File: src/hdl/hbp_code_ram.sv
// Generic single-write, single-read synchronous RAM with a registered read port.
// No dependencies.
`timescale 1ns / 1ps

module hbp_code_ram #(
  parameter int Width = 8,
  parameter int Depth = 256,
  parameter int AddrW = $clog2(Depth)
) (
  input  logic             clk_i,
  input  logic             we_i,
  input  logic [AddrW-1:0] waddr_i,
  input  logic [Width-1:0] wdata_i,
  input  logic             re_i,
  input  logic [AddrW-1:0] raddr_i,
  output logic [Width-1:0] rdata_o
);

  logic [Width-1:0] mem [Depth];
  logic [Width-1:0] rdata_q;

  // Write port
  always_ff @(posedge clk_i) begin
    if (we_i) begin
      mem[waddr_i] <= wdata_i;
    end
  end

  // Registered read port
  always_ff @(posedge clk_i) begin
    if (re_i) begin
      rdata_q <= mem[raddr_i];
    end
  end

  assign rdata_o = rdata_q;

endmodule

File: config.mk
export PLATFORM = sky130hd
export DESIGN_NAME = hbp_code_ram
export DESIGN_NICKNAME = d
export VERILOG_FILES = /design/src/hdl/hbp_code_ram.sv
export SDC_FILE = /design/constraint.sdc
export NUM_CORES = 2
export LEC_CHECK = 0
export ABC_CLOCK_PERIOD_IN_PS = 3250
export BUFFER_PORTS_ARGS = -buffer_cell sky130_fd_sc_hd__buf_2
export CAP_MARGIN = 10
export CORE_AREA = 2 2 359 361
export DETAILED_ROUTE_END_ITERATION = 10
export DIE_AREA = 0 0 361 363
export HOLD_SLACK_MARGIN = 0.03
export PLACE_DENSITY = 0.79
export SYNTH_ARGS = -nofsm -noshare
export SYNTH_HDL_FRONTEND = slang
export SYNTH_SLANG_ARGS = --single-unit
export TNS_END_PERCENT = 1
File: constraint.sdc
create_clock -name clk_i -period 3.25 [get_ports clk_i]
set_clock_uncertainty 0.05 [all_clocks]
set_input_delay 0.65 -clock clk_i [delete_from_list [all_inputs] [get_ports clk_i]]
set_output_delay 0.65 -clock clk_i [all_outputs]
set_load 0.1 [all_outputs]
==> impl_metrics.env <==
export IMPL_htreeDepth=4
export IMPL_synthesis_area_um2=79600
export IMPL_worstSetupStartpointType="input pin"
export IMPL_maxSlewHeadroom=0.322
export IMPL_vdd_drop_max_uv=629
export IMPL_rsz0062_at_grt="false"
export IMPL_p_leak_uw=0.0294
export IMPL_grt_use_total=0.313
export IMPL_synth_edf_count=2056
export IMPL_boundaryPins=35
export IMPL_fin_crit_ns=3.15
export IMPL_synth_cells=3733
export IMPL_finalNetCount=4301
export IMPL_hp_class="in2reg"
export IMPL_insertion_delay_ns=0.82
export IMPL_path_clk_slew_ns=0.07
export IMPL_async_flop_share=0
export IMPL_setup_viol=0
export IMPL_whs_ns=0.214
export IMPL_powerDensity_nw_per_um2=587
export IMPL_multi_input_comb_area_um2=16500
export IMPL_drive_above_1_share=0.296
export IMPL_start_util=0.627
export IMPL_worstMarginPinSlew_ns=1.02
export IMPL_cts_sinks=2056
export IMPL_wl_per_cell_um=33.2
export IMPL_die_h_um=363
export IMPL_root_buffer="clkbuf_16"
export IMPL_die_area_um2=131000
export IMPL_regArea_um2=61700
export IMPL_antenna_found_initial=10
export IMPL_firstDrtPassIters=6
export IMPL_fillCellCount=6764
export IMPL_syn2layout_area_growth_pct=14.7
export IMPL_hpwl_um=122000
export IMPL_avgViaCountPerCell=6.97
export IMPL_cp_arrival_ns=3.65
export IMPL_period_share=0.969
export IMPL_grt_pass1_wl_um=293000
export IMPL_drt_iter0_markers=6878
export IMPL_grt_pass1_vias=42800
export IMPL_tritoncts="done"
export IMPL_worstSetupPathType="in2reg"
export IMPL_cp_required_ns=3.75
export IMPL_yosysSeqAreaShare=0.775
export IMPL_fmax_mhz=317
export IMPL_port_buffers=34
export IMPL_tns_ns=0
export IMPL_synth_cell_types=54
export IMPL_hold_viol=0
export IMPL_dr_total_vias=42400
export IMPL_yosysWarnings=0
export IMPL_endpoint_kind="flop"
export IMPL_gp_congestion=0.910
export IMPL_drtAntennaViolNets=0
export IMPL_ys_ff_latch=2056
export IMPL_cap_violations=0
export IMPL_dieWidth_um=361
export IMPL_synth_main_ff_cell="edfxtp_1"
export IMPL_avgSynthCellArea_um2=21.3
export IMPL_crit_path_max_fanout=35
export IMPL_numCtsBuffers=191
export IMPL_clockBufferDepth=3
export IMPL_grt_start_max_net_pins=100
export IMPL_drt_total_wl_um=202000
export IMPL_overflow=0
export IMPL_outcome="finished clean"
export IMPL_placementRows=131
export IMPL_drc_errors=0
export IMPL_core_um2=127000
export IMPL_synth_net_count=3760
export IMPL_drv_slew=0
==> worst max-delay path, cell delays in order <==
cell and delay (ns):
buf_8 0.25, buf_12 0.30, mux4_2 0.55, a22o_1 0.26
a221oi_1 0.42, o32ai_1 0.17, nor3_1 0.69, buf_4 0.22
nor4_1 0.05
==> flip-flops by register name (all words and copies together) (netlist names) <==
register / cells
rdata_o: 8
mem: 2048
==> cell type report <==
| cell class | instances | share of cell area |
|---|---|---|
| clock inverters | 105 | 0.00946 |
| multi-input cells | 1442 | 0.181 |
| inverters | 2 | 0.0000822 |
| well taps | 1662 | 0.0228 |
| flip-flops and latches | 2056 | 0.676 |
| repair buffers | 581 | 0.0563 |
| diodes | 2 | 0.0000548 |
| clock buffers | 238 | 0.0549 |
==> worst paths after layout <==
kind               startpoint         end  slack (ns)  cells after the start
setup / recovery   raddr_i[0]  rdata_o[3]        0.10                      9
hold / removal           re_i  rdata_o[2]        0.21                      1
setup reg to reg  mem[211][3]  rdata_o[3]        0.25                      7
hold reg to reg    mem[32][5]  rdata_o[5]        1.14                      7
==> Yosys cell counts, types with 21 or more instances <==
cell,n,area share
edfxtp_1,2056,0.78
mux4_2,454,0.13
nor2_1,282,0.013
mux2i_1,134,0.017
a22oi_1,133,0.013
clkbuf_1,111,0.0052
a21oi_1,96,0.0060
o221ai_1,46,0.0051
nand3_1,34,0.0021
nand2_1,33,0.0016
buf_2,31,0.0019
nor2b_1,31,0.0024
o22ai_1,28,0.0022
buf_4,27,0.0025
nor4_1,24,0.0019
buf_1,22,0.0010
nor3_1,22,0.0014
buf_6,21,0.0030
==> logic make-up after synthesis <==
kind of cell / Yosys count / share of synthesized area
simple gates: 466 / 0.0263
buf+inv: 235 / 0.0183
flops: 2056 / 0.775
mux: 591 / 0.146
compound gates: 385 / 0.0342
==> timing repair <==
item	4_1_cts	5_1_grt
resized for setup	0	1
hold buffers	0	0
setup buffers	0	0
endpoints found under the setup margin	0	1
==> layer usage <==
layer | up-vias | GRT usage | part of all wire
met4 | 10 | 0.126 | 0.045
met3 | 581 | 0.0749 | 0.13
li1 | 16800 | - | -
met5 | - | 0 | 0.00030
met1 | 21700 | 0.431 | 0.34
met2 | 3392 | 0.494 | 0.48
==> power breakdown <==
part	internal (uW)	switching, uW	leakage, uW	total (uW)
Combinational	1110	1870	0.00804	2980
Clock	11800	9590	0.00288	21400
Sequential	29200	41.3	0.0185	29300
==> metrics by stage <==
| stage | total power (uW) | util | area, um2 | setup WS [ns] | std cells |
|---|---|---|---|---|---|
| after floorplan | 31300 | - | 79600 | 0.474 | 3733 |
| after global placement | 32700 | 0.673 | 85500 | -0.602 | 5743 |
| after detailed placement | 32700 | 0.673 | 85500 | -0.605 | 5743 |
| after CTS | 53700 | 0.719 | 91300 | 0.0815 | 6086 |
| after global routing | 54800 | 0.719 | 91400 | 0.102 | 6088 |
| final | 53700 | 0.719 | 91400 | 0.100 | 6088 |
==> cells in the final DEF (no fill, tap or decap), types with 11 or more instances in the layout <==
cell type,count
a21oi_1,96
a211oi_1,16
nand2_1,33
buf_2,23
o221ai_1,46
o22ai_1,28
nor2_1,279
clkbuf_16,194
bufinv_16,11
nor2b_1,28
nand3_1,34
buf_12,62
a221oi_1,13
nor4_1,23
buf_4,486
clkinv_1,44
nor3_1,22
mux4_2,454
clkinv_2,33
clkbuf_1,44
edfxtp_1,2056
a22oi_1,133
mux2i_1,134
(Power assumes the default switching activity.)
