$ cat src/hdl/hbp_pkg.sv
// Shared types and constants for the Huffman bit packer.
// Used by hbp_packer and huffman_bit_packer_unit; no dependencies.
`timescale 1ns / 1ps

package hbp_pkg;

  localparam int CodeW      = 64;
  localparam int LenW       = 7;
  localparam int SymW       = 8;
  localparam int ByteW      = 8;
  localparam int MaxCodeLen = 64;
  localparam int NumSymbols = 256;
  localparam int SymIdxW    = $clog2(NumSymbols);

  // Request function codes
  typedef enum logic [1:0] {
    FuncLoad   = 2'd0,
    FuncEncode = 2'd1,
    FuncFlush  = 2'd2,
    FuncNone   = 2'd3
  } hbp_func_e;

  // One table entry as held in the code memory
  typedef struct packed {
    logic [LenW-1:0]  len;
    logic [CodeW-1:0] code;
  } hbp_entry_t;

  // Start command from request decode to the packer
  typedef struct packed {
    logic encode;
    logic flush;
  } hbp_cmd_t;

endpackage

$ cat src/hdl/hbp_packer.sv
// Bit accumulator and output byte register of the Huffman bit packer.
// Depends on hbp_pkg.
`timescale 1ns / 1ps

module hbp_packer (
  input  logic               clk_i,
  input  logic               rst_ni,
  input  hbp_pkg::hbp_cmd_t  start_i,
  input  hbp_pkg::hbp_entry_t entry_i,
  output logic               idle_o,
  output logic               out_valid_o,
  input  logic               out_ready_i,
  output logic [hbp_pkg::ByteW-1:0] out_byte_o,
  output logic               last_o
);

  typedef enum logic [2:0] {
    StIdle,
    StAlign,
    StPack,
    StFlushData,
    StFlushTrail
  } state_e;

  state_e                          state_q, state_d;
  logic [hbp_pkg::CodeW-1:0]       word_q, word_d;
  logic [hbp_pkg::LenW-1:0]        rem_q, rem_d;
  logic [hbp_pkg::ByteW-2:0]       pend_q, pend_d;
  logic [2:0]                      cnt_q, cnt_d;
  logic                            out_valid_q, out_valid_d;
  logic [hbp_pkg::ByteW-1:0]       out_byte_q, out_byte_d;
  logic                            out_last_q, out_last_d;

  logic                            out_free;
  logic [3:0]                      avail;
  logic [3:0]                      take;
  logic [3:0]                      fill;
  logic                            full;
  logic [hbp_pkg::ByteW-1:0]       rev;
  logic [hbp_pkg::ByteW-1:0]       shifted;
  logic [15:0]                     mask_w;
  logic [hbp_pkg::ByteW-1:0]       merged;
  logic [hbp_pkg::LenW-1:0]        rem_after;
  logic [hbp_pkg::ByteW-1:0]       trailer;

  // Merge the next code bits (MSB first) above the pending bits
  always_comb begin
    out_free = !out_valid_q || out_ready_i;
    avail    = 4'd8 - {1'b0, cnt_q};
    take     = (rem_q < hbp_pkg::LenW'(avail)) ? rem_q[3:0] : avail;
    for (int j = 0; j < hbp_pkg::ByteW; j++) begin
      rev[j] = word_q[hbp_pkg::CodeW-1-j];
    end
    shifted   = hbp_pkg::ByteW'(rev << cnt_q);
    mask_w    = ((16'd1 << take) - 16'd1) << cnt_q;
    merged    = {1'b0, pend_q} | (shifted & mask_w[hbp_pkg::ByteW-1:0]);
    fill      = {1'b0, cnt_q} + take;
    full      = (fill == 4'd8);
    rem_after = rem_q - hbp_pkg::LenW'(take);
    trailer   = (cnt_q == 3'd0) ? '0 : hbp_pkg::ByteW'(4'd8 - {1'b0, cnt_q});
  end

  // Next state
  always_comb begin
    state_d     = state_q;
    word_d      = word_q;
    rem_d       = rem_q;
    pend_d      = pend_q;
    cnt_d       = cnt_q;
    out_valid_d = out_valid_q && !out_ready_i;
    out_byte_d  = out_byte_q;
    out_last_d  = out_last_q;
    unique case (state_q)
      StIdle: begin
        if (start_i.encode) begin
          state_d = StAlign;
        end else if (start_i.flush) begin
          state_d = (cnt_q != 3'd0) ? StFlushData : StFlushTrail;
        end
      end
      StAlign: begin
        // Left-align the code word so its first bit sits at the top
        word_d  = entry_i.code << (hbp_pkg::LenW'(hbp_pkg::CodeW) - entry_i.len);
        rem_d   = entry_i.len;
        state_d = StPack;
      end
      StPack: begin
        if (full) begin
          if (out_free) begin
            out_valid_d = 1'b1;
            out_byte_d  = merged;
            out_last_d  = (rem_after < hbp_pkg::LenW'(hbp_pkg::ByteW));
            pend_d      = '0;
            cnt_d       = '0;
            word_d      = word_q << take;
            rem_d       = rem_after;
            state_d     = (rem_after == '0) ? StIdle : StPack;
          end
        end else begin
          // Leftover bits do not fill a byte: keep them pending
          pend_d  = merged[hbp_pkg::ByteW-2:0];
          cnt_d   = fill[2:0];
          rem_d   = '0;
          state_d = StIdle;
        end
      end
      StFlushData: begin
        if (out_free) begin
          out_valid_d = 1'b1;
          out_byte_d  = {1'b0, pend_q};
          out_last_d  = 1'b0;
          state_d     = StFlushTrail;
        end
      end
      StFlushTrail: begin
        if (out_free) begin
          out_valid_d = 1'b1;
          out_byte_d  = trailer;
          out_last_d  = 1'b1;
          pend_d      = '0;
          cnt_d       = '0;
          state_d     = StIdle;
        end
      end
      default: state_d = StIdle;
    endcase
  end

  // State and output register
  always_ff @(posedge clk_i or negedge rst_ni) begin
    if (!rst_ni) begin
      state_q     <= StIdle;
      rem_q       <= '0;
      pend_q      <= '0;
      cnt_q       <= '0;
      out_valid_q <= 1'b0;
      word_q      <= '0;
      out_byte_q  <= '0;
      out_last_q  <= 1'b0;
    end else begin
      state_q     <= state_d;
      rem_q       <= rem_d;
      pend_q      <= pend_d;
      cnt_q       <= cnt_d;
      out_valid_q <= out_valid_d;
      word_q      <= word_d;
      out_byte_q  <= out_byte_d;
      out_last_q  <= out_last_d;
    end
  end

  assign idle_o      = (state_q == StIdle);
  assign out_valid_o = out_valid_q;
  assign out_byte_o  = out_byte_q;
  assign last_o      = out_last_q;

endmodule

$ cat config.mk
export PLATFORM = sky130hd
export DESIGN_NAME = hbp_packer
export DESIGN_NICKNAME = d
export VERILOG_FILES = /design/src/hdl/hbp_pkg.sv /design/src/hdl/hbp_packer.sv
export SDC_FILE = /design/constraint.sdc
export NUM_CORES = 1
export LEC_CHECK = 0
export CORE_ASPECT_RATIO = 1.4
export CORE_MARGIN = 10
export CORE_UTILIZATION = 43
export CTS_CLUSTER_DIAMETER = 80
export DETAILED_ROUTE_END_ITERATION = 7
export DONT_BUFFER_PORTS = 1
export PLACE_DENSITY = 0.58
export SYNTH_ARGS = -nofsm -noshare
export SYNTH_HDL_FRONTEND = slang
export SYNTH_SLANG_ARGS = --single-unit
export TNS_END_PERCENT = 20
$ cat constraint.sdc
create_clock -name clk_i -period 6.4 [get_ports clk_i]
set_input_delay 1.92 -clock clk_i [delete_from_list [all_inputs] [get_ports clk_i]]
set_output_delay 1.92 -clock clk_i [all_outputs]
set_load 0.005 [all_outputs]
==> impl_metrics.py, run 1 <==
metrics = {
    "detailed_routing": {
        "drt-pass1-iter-count": 6,
        "drtAntennaViolNets": 0,
        "routed_wl_um": 43800,
        "wire_per_inst_um": 25.4,
        "drt_first_iter_violations": 933,
        "via_per_inst": 6.66,
        "via_count": 11500,
        "drcViolationCount": 0,
    },
    "cts": {
        "cts.sinks": 94,
        "cts_setup_buffers": 0,
        "clk_latency_ns": 0.38,
        "htreeDepth": 3,
        "numCtsBuffers": 9,
        "cts_hold_buffers": 0,
        "cts_tree": "built",
        "cts-root-buf": "clkbuf_16",
        "clockBufferDepth": 2,
        "clkTransAtPathRegs_ns": 0.07,
        "cts_resized": 0,
    },
    "worst_setup_path": {
        "crit_end": "word_q[63]",
        "r2r-end": "word_q[63]",
        "crit_type": "reg -> reg",
        "rrSetupSlack_ns": 1.0,
        "crit_path_end_kind": "flop",
        "ff2ff_path_depth": 14,
        "crit_fanout": 21,
        "start_kind": "flop",
        "crit_start": "cnt_q[2]",
        "reg2reg_from": "cnt_q[2]",
        "required_ns": 6.72,
        "arrival_ns": 5.72,
    },
    "finish": {
        "fillers": 2712,
        "diodes": 0,
        "final_core_util_pct": 45.5,
        "drive_gt1_share_pct": 13.0,
        "area_delta_synth_final_pct": 4.91,
        "multi_input_area_sq_um": 8730,
        "ff_latch_area_sq_um": 2350,
        "nets": 1443,
    },
    "timing": {
        "worst_slew_margin_rel_pct": 30.7,
        "setup_violations": 0,
        "clock.fmax_ghz": 0.185,
        "fin_tns_setup_ns": 0,
        "post-route-period-util_pct": 84.4,
        "min_period_ns": 5.40,
        "skew_ns": 0.0104,
        "worst_pin_slew_ns": 1.04,
        "timing_hold_violations_final": 0,
        "rsz0062_at_grt": "false",
        "final_max_slew_viol_count": 0,
    },
    "floorplanning": {
        "io_pins": 87,
        "dieArea_sq_um": 34000,
        "die_h_um": 214,
        "coreArea_sq_um": 26700,
        "std_cell_rows": 71,
        "start_util_pct": 43.4,
        "die_width_um": 159,
    },
    "logic_synthesis": {
        "seq_area_frac_synth_pct": 20.3,
        "synth_commonest_cells": "198 x nor2_1, 175 x nand2_1, 150 x mux2i_1, 110 x a21oi_1, 94 x dfrtp_1",
        "synth_seq_cells": 94,
        "avgSynthCellArea_sq_um": 8.11,
        "yosysTopAreaCell": "dfrtp_1",
        "synth_nets": 1519,
        "ys_types": 94,
        "synthArstFlopShare_pct": 100,
        "synth_ff_type": "dfrtp_1",
        "yosysWarnings": 0,
        "yosys-top-cells-area": "dfrtp_1 20%, mux2i_1 13%, mux4_2 12%",
        "synth_area_sq_um": 11600,
        "synth_edf_count": 0,
        "netlist_instances": 1431,
        "synth_most_common_cell": "nor2_1",
        "synth_top_area_share_pct": 20.3,
    },
    "placed_design": {
        "port-buffer-count": 0,
        "dpl.hpwl_um": 34300,
        "gp_congestion": 1.02,
    },
    "global_routing": {
        "grt_first_pass_wirelength_um": 68000,
        "gr-total-overflow": 0,
        "grt_pass1_vias": 11400,
        "grt_max_degree": 95,
        "grt_usage_pct": 24.9,
        "antenna_found_initial": 0,
    },
    "job": {
        "cap_violations": 0,
    },
    "power": {
        "power_leakage_nw": 4.79,
        "p_per_area_nw_per_um2": 654,
        "ir_drop_uv": 413,
    },
    "run_status": {
        "status": "finished clean",
    },
    "worst_hold_path": {
        "hold_start": "out_byte_o[0]",
        "hp-class": "reg -> reg",
    },
}
## report_power, final
group	leakage (nW)	switching, W	internal, W	total [W]
clock	0.149	0.000268	0.000316	0.000584
combinational	3.47	0.00395	0.00222	0.00618
sequential	1.16	0.000317	0.000879	0.00120
total	4.79	0.00454	0.00342	0.00796
## per-layer routing
metal | track usage [%] | part of all wire [%]
met3 | 4.25 | 6.5
met2 | 43.0 | 50
met5 | 0 | 0
met1 | 27.4 | 37
met4 | 17.1 | 6.8
## layout by cell type (no fill, tap or decap), types with 10 or more instances in the layout
cell      instances
nand2b_1         15
inv_1            16
nor3_1           20
a21o_1           10
a31oi_1          40
a221oi_1         50
mux2_2           29
dfrtp_1          94
a21oi_1         110
a22oi_1          18
mux4_2           61
o21ai_1          19
nand3_1          18
nand2_1         175
o22ai_1          45
nor2_1          198
ha_1             10
a211oi_1         19
mux2i_1         150
o21ai_0          54
buf_4            31
## metrics by stage
step | total power (W) | std cells | instance area, sq um | hold slack [ns] | setup slack [ns]
2_1_floorplan | 0.00573 | 1431 | 11600 | 0.456 | 0.712
3_3_place_gp | 0.00726 | 1709 | 11900 | 0.486 | 1.03
3_5_place_dp | 0.00726 | 1709 | 11900 | 0.493 | 1.07
4_1_cts | 0.00786 | 1725 | 12200 | 0.511 | 1.04
5_1_grt | 0.00847 | 1725 | 12200 | 0.550 | 0.712
6_report | 0.00796 | 1725 | 12200 | 0.512 | 0.996
## state kept, by name (all words and copies together) (netlist names)
signal	cells
cnt_q	3
last_o	1
out_byte_o	8
out_valid_o	1
pend_q	7
rem_q	7
state_q	3
word_q	64
## cells by family after synthesis
family	count (synthesis)	share of synthesized area [%]
and+or+nand+nor	478	17.7
AOI/OAI and AO/OA	451	26.3
muxes	243	27.9
buffers and inverters	139	5.38
DFF	94	20.3
adders and majority gates	15	1.62
xor gates and xnor gates	11	0.830
## critical path: stages (launching register included)
cell	delay [ns]
dfrtp_1	0.71
inv_1	0.25
ha_1	0.54
inv_1	0.14
maj3_1	0.42
a21oi_1	0.27
o32ai_4	0.15
inv_2	0.09
ha_1	0.19
fa_1	0.44
or3_1	0.47
a21oi_2	0.42
o21ai_4	0.30
a31oi_1	0.68
o32a_1	0.27
## worst min path at each step
stage,to,slack [ns],depth (start not counted)
after floorplan,pend_q[5],0.46,2
after global placement,pend_q[1],0.49,2
after detailed placement,pend_q[1],0.49,2
after CTS,pend_q[1],0.51,2
after global routing,pend_q[1],0.55,2
final,out_byte_o[0],0.51,2
## final cells by class
class,count,share of cell area [%]
multi-input cells,1198,71.7
flip-flops and latches,94,19.3
well taps,365,3.75
repair buffers,32,2.08
clock buffers,10,1.96
inverters,20,0.627
clock inverters,6,0.565
Note: power is estimated with default switching activity, not from simulation.
==> run 2, diff against run 1 <==
--- a/config.mk
+++ b/config.mk
@@ -11,7 +11,7 @@
 export CTS_CLUSTER_DIAMETER = 80
 export DETAILED_ROUTE_END_ITERATION = 7
 export DONT_BUFFER_PORTS = 1
-export PLACE_DENSITY = 0.58
+export PLACE_DENSITY = 0.6
 export SYNTH_ARGS = -nofsm -noshare
 export SYNTH_HDL_FRONTEND = slang
 export SYNTH_SLANG_ARGS = --single-unit
==> constraint.sdc (replaced) <==
create_clock -name clk_i -period 4.7 [get_ports clk_i]
set_input_delay 1.41 -clock clk_i [delete_from_list [all_inputs] [get_ports clk_i]]
set_output_delay 1.41 -clock clk_i [all_outputs]
set_load 0.005 [all_outputs]
==> run 2 against run 1 <==
Highest routed layer unchanged. Non-clock buffer count increased by 34. Via count up 0.43%. Worst hold slack improved by 0.0053 ns. Sequential power grew 36%. Core utilization rose by 1.4 points. Cell area is 3.0% higher. Global-route usage decreased by 0.061 points. Register-to-register slack got worse by 0.78 ns.
==> impl_metrics.py, run 2 (synthesis gave the netlist of run 1 again) <==
metrics = {
    "run_status": {
        "status": "finished clean",
    },
    "floorplanning": {
        "io_pins": 87,
        "die_width_um": 159,
        "coreArea_sq_um": 26700,
        "std_cell_rows": 71,
        "dieArea_sq_um": 34000,
        "die_h_um": 214,
        "start_util_pct": 43.4,
    },
    "cts": {
        "clk_latency_ns": 0.38,
        "cts_setup_buffers": 0,
        "cts_hold_buffers": 0,
        "clockBufferDepth": 2,
        "cts.sinks": 94,
        "cts-root-buf": "clkbuf_16",
        "cts_tree": "built",
        "cts_resized": 0,
        "htreeDepth": 3,
        "clkTransAtPathRegs_ns": 0.08,
        "numCtsBuffers": 9,
    },
    "power": {
        "internal-power_w": 0.00493,
        "combPwrFrac_pct": 78.0,
        "swShare_pct": 56.0,
        "ir_drop_uv": 496,
        "p_switching_w": 0.00628,
        "pwr-share-clk_pct": 7.5,
        "p_per_area_nw_per_um2": 894,
        "power_leakage_nw": 4.98,
        "pwr-share-seq_pct": 14.5,
    },
    "finish": {
        "final_common_cell": "nor2_1",
        "diodes": 0,
        "area_delta_synth_final_pct": 8.05,
        "mostFrequentLayoutCells": "198 x nor2_1, 175 x nand2_1, 150 x mux2i_1",
        "nets": 1477,
        "largest-register": "word_q",
        "final_core_util_pct": 46.9,
        "drive_gt1_share_pct": 16.0,
        "largest_register_ffs": 64,
    },
    "timing": {
        "final_max_slew_viol_count": 0,
        "clock.fmax_ghz": 0.223,
        "setup_violations": 0,
        "fin_tns_setup_ns": 0,
        "timing_hold_violations_final": 0,
        "rsz0062_at_grt": "true",
        "post-route-period-util_pct": 95.3,
        "fin_ws_ns": 0.221,
        "skew_ns": 0.0115,
        "min_period_ns": 4.48,
        "worst_pin_slew_ns": 1.09,
        "worst_slew_margin_rel_pct": 27.3,
    },
    "detailed_routing": {
        "via_count": 11500,
        "routed_wl_um": 43700,
        "via_per_inst": 6.56,
        "drt_first_iter_violations": 1003,
        "drcViolationCount": 0,
        "drt-pass1-iter-count": 8,
        "wire_per_inst_um": 24.8,
        "drtAntennaViolNets": 0,
    },
    "worst_setup_path": {
        "required_ns": 4.97,
        "crit_fanout": 60,
        "slowest_delay_ns": 0.46,
        "start_kind": "flop",
        "crit_path_end_kind": "flop",
        "arrival_ns": 4.75,
        "crit_path_top_delay_cell": "dfrtp_1",
        "crit_buf_inv": 4,
        "crit_family": "adder cells",
        "crit_type": "reg -> reg",
        "crit_chain": "inv_1 > ha_1 > ha_1 > inv_2 > maj3_2 > a21oi_2 > o32ai_4 > inv_2 > ha_4 > fa_2 > or3_4 > a21o_1 > a21o_1 > a21oi_4 > buf_12 > mux2_2",
    },
    "job": {
        "cap_violations": 0,
    },
    "global_routing": {
        "gr-total-overflow": 0,
        "antenna_found_initial": 0,
        "grt_first_pass_wirelength_um": 68100,
        "grt_max_degree": 95,
        "grt_pass1_vias": 11400,
        "grt_usage_pct": 24.9,
    },
    "worst_hold_path": {
        "hp-class": "reg -> reg",
    },
    "placed_design": {
        "gp_congestion": 0.990,
        "port-buffer-count": 0,
        "dp_slack_ns": -0.180,
        "dpl.hpwl_um": 34700,
    },
}
==> run 2: power groups by stage <==
stage | clock network, W | registers [W] | logic, W
after floorplan | 0 | 0.00144 | 0.00654
after global placement | 0 | 0.00163 | 0.00850
after detailed placement | 0 | 0.00163 | 0.00854
after CTS | 0.000837 | 0.00162 | 0.00857
after global routing | 0.000863 | 0.00167 | 0.00938
final | 0.000836 | 0.00163 | 0.00874
==> run 2: cell type report <==
cell class / instances / area (sq um)
clock buffer: 10 / 239
clock inverter: 6 / 85.1
fill: 2711 / 14200
inverter: 20 / 81.3
multi-input combinational: 1198 / 8790
sequential: 94 / 2350
tap: 365 / 457
timing repair buffer: 66 / 537
==> run 2: path summary, 6_finish.rpt <==
kind	from	endpoint	slack (ns)	cells past startpoint
worst max-delay path	cnt_q[0]	word_q[11]	0.22	16
worst min-delay path	out_byte_o[1]	out_byte_o[1]	0.52	2
worst max register to register	cnt_q[0]	word_q[11]	0.22	16
worst min register to register	out_byte_o[1]	out_byte_o[1]	0.52	2
max in group asynchronous	rst_ni	word_q[42]	3.78	0
min in group asynchronous	rst_ni	out_byte_o[1]	0.73	0
==> run 2: worst reg2reg max path, cell delays in order, from the launching register on <==
cell and delay, ns:
dfrtp_1 0.46, inv_1 0.09, ha_1 0.19, ha_1 0.44, inv_2 0.10, maj3_2 0.36
a21oi_2 0.18, o32ai_4 0.11, inv_2 0.10, ha_4 0.14, fa_2 0.45, or3_4 0.44
a21o_1 0.22, a21o_1 0.25, a21oi_4 0.18, buf_12 0.27, mux2_2 0.40
==> run 2: metal layers <==
| metal | share of wire [%] | track usage (%) |
|---|---|---|
| met5 | 0 | 0 |
| met1 | 36 | 26.8 |
| met4 | 6.8 | 16.0 |
| met2 | 51 | 44.5 |
| met3 | 5.9 | 3.53 |
==> run 2: stage by stage <==
step / cell area (sq um) / hold WS [ns] / power (W) / cells
5_1_grt: 12500 / 0.547 / 0.0119 / 1759
4_1_cts: 12500 / 0.513 / 0.0110 / 1759
3_5_place_dp: 12200 / 0.494 / 0.0102 / 1743
2_1_floorplan: 11700 / 0.456 / 0.00798 / 1431
6_report: 12500 / 0.518 / 0.0112 / 1759
3_3_place_gp: 12200 / 0.493 / 0.0101 / 1743
==> run 3, diff against run 2 <==
--- a/config.mk
+++ b/config.mk
@@ -12,6 +12,7 @@
 export DETAILED_ROUTE_END_ITERATION = 7
 export DONT_BUFFER_PORTS = 1
 export PLACE_DENSITY = 0.6
+export SETUP_SLACK_MARGIN = 0.5
 export SYNTH_ARGS = -nofsm -noshare
 export SYNTH_HDL_FRONTEND = slang
 export SYNTH_SLANG_ARGS = --single-unit
==> run 3 against run 2 <==
First-iteration DRC count down 4.1%. Register-to-register slack gained 0.16 ns. Power is 5.8% higher. Clock-buffer cell count rose by 4. Highest routed layer unchanged. Largest power group unchanged.
==> impl_metrics.py, run 3 (synthesis gave the netlist of run 1 again) <==
metrics = {
    "run_status": {
        "status": "finished clean",
    },
    "worst_setup_path": {
        "arrival_ns": 4.57,
        "crit_fanout": 9,
        "required_ns": 4.95,
        "start_kind": "flop",
        "crit_type": "reg -> reg",
        "crit_path_end_kind": "flop",
    },
    "floorplanning": {
        "dieArea_sq_um": 34000,
        "coreArea_sq_um": 26700,
        "io_pins": 87,
        "start_util_pct": 43.4,
        "die_width_um": 159,
        "die_h_um": 214,
        "std_cell_rows": 71,
    },
    "power": {
        "p_switching_w": 0.00653,
        "ir_drop_uv": 546,
        "power_leakage_nw": 5.13,
        "combPwrFrac_pct": 80.0,
        "swShare_pct": 55.0,
        "pwr-share-clk_pct": 6.3,
        "internal-power_w": 0.00533,
        "pwr-share-seq_pct": 13.7,
        "p_per_area_nw_per_um2": 915,
    },
    "global_routing": {
        "antenna_found_initial": 0,
        "grt_max_degree": 95,
        "grt_first_pass_wirelength_um": 66400,
        "grt_usage_pct": 24.2,
        "gr-total-overflow": 0,
        "grt_pass1_vias": 11400,
    },
    "timing": {
        "final_max_slew_viol_count": 0,
        "worst_slew_margin_rel_pct": 41.8,
        "timing_hold_violations_final": 0,
        "min_period_ns": 4.32,
        "rsz0062_at_grt": "true",
        "setup_violations": 0,
        "fin_hold_ws_ns": 0.512,
        "post-route-period-util_pct": 92.0,
        "skew_ns": 0.0172,
        "clock.fmax_ghz": 0.231,
        "fin_tns_setup_ns": 0,
        "worst_pin_slew_ns": 0.869,
    },
    "finish": {
        "drive_gt1_share_pct": 18.3,
        "final_cell_area_sq_um": 13000,
        "final_core_util_pct": 48.5,
        "final_common_cell": "nor2_1",
        "mostFrequentLayoutCells": "197 x nor2_1, 175 x nand2_1, 150 x mux2i_1",
        "nets": 1496,
        "area_delta_synth_final_pct": 11.7,
        "largest-register": "word_q",
        "largest_register_ffs": 64,
        "diodes": 0,
    },
    "cts": {
        "htreeDepth": 3,
        "cts_hold_buffers": 0,
        "clockBufferDepth": 2,
        "clkTransAtPathRegs_ns": 0.07,
        "cts.sinks": 94,
        "numCtsBuffers": 9,
        "clk_latency_ns": 0.37,
        "cts-root-buf": "clkbuf_16",
        "cts_tree": "built",
    },
    "placed_design": {
        "dpl.hpwl_um": 33600,
        "placed_cell_area_sq_um": 12300,
        "port-buffer-count": 0,
        "gp_congestion": 0.980,
    },
    "job": {
        "cap_violations": 0,
    },
    "detailed_routing": {
        "via_count": 11800,
        "via_per_inst": 6.63,
        "drt-pass1-iter-count": 5,
        "drcViolationCount": 0,
        "drt_first_iter_violations": 962,
        "wire_per_inst_um": 24.7,
        "drtAntennaViolNets": 0,
        "routed_wl_um": 43900,
    },
    "worst_hold_path": {
        "hp-class": "reg -> reg",
    },
}
-- run 3: cell count changes in the layout (fill, tap and decap cells not counted), sizes merged --
cell / delta
buf: +13
bufinv: -2
clkinv: -1
clkinvlp: -1
or4: +1
clkbuf: +9
-- run 3: metal layers --
metal / up-vias / share of wire (%) / GRT usage [%]
li1: 5423 / - / -
met3: 157 / 6.5 / 3.67
met1: 5660 / 36 / 26.4
met5: - / 0 / 0
met2: 545 / 50 / 43.0
met4: 0 / 6.7 / 15.1
-- run 3: stage by stage --
step	total power, W	setup slack [ns]	std cells
after floorplan	0.00805	0.00819	1431
after global placement	0.0101	0.0341	1740
after detailed placement	0.0101	0.0722	1740
after CTS	0.0111	0.446	1762
after global routing	0.0126	0.268	1778
final	0.0119	0.378	1778
-- run 3: worst max-delay path, stage by stage (launching register included) --
cell,delay (ns)
dfrtp_1,0.43
nor3_4,0.22
inv_2,0.10
ha_4,0.17
or4_4,0.64
a21oi_4,0.19
o32ai_4,0.11
inv_2,0.13
ha_4,0.15
fa_2,0.45
or3_4,0.46
a21o_1,0.20
a21o_1,0.20
a21oi_4,0.21
buf_12,0.20
mux2_2,0.34
-- run 3: what timing repair did --
action                                 in CTS  in global routing
endpoints found under the hold margin       0                  0
pin swaps                                   2                  8
setup endpoints to repair                  68                 70
resized for setup                          14                 24
setup buffers                               6                 10
gates cloned                                0                  6
-- run 3: power by group through the flow --
stage,clock network [W],registers (W),logic [W]
finish,0.000743,0.00163,0.00949
detailed placement,0,0.00162,0.00853
floorplan,0,0.00144,0.00661
CTS,0.000745,0.00161,0.00875
global placement,0,0.00161,0.00848
global route,0.000776,0.00167,0.0101
-- run 3: path summary, 6_finish.rpt --
kind | start | end | slack [ns] | cells past startpoint
max | cnt_q[2] | word_q[11] | 0.38 | 15
min | pend_q[3] | pend_q[3] | 0.51 | 2
max reg2reg | cnt_q[2] | word_q[11] | 0.38 | 15
min reg2reg | pend_q[3] | pend_q[3] | 0.51 | 2
max in group asynchronous | rst_ni | word_q[47] | 3.74 | 0
min in group asynchronous | rst_ni | out_byte_o[3] | 0.74 | 0
-- run 3: final cells by class --
class,count,area (sq um)
clock buffers,14,264
clock inverters,2,16.3
fillers,2633,13800
inverters,20,83.8
multi-input cells,1199,8960
flip-flops and latches,94,2350
well taps,365,457
repair buffers,84,835
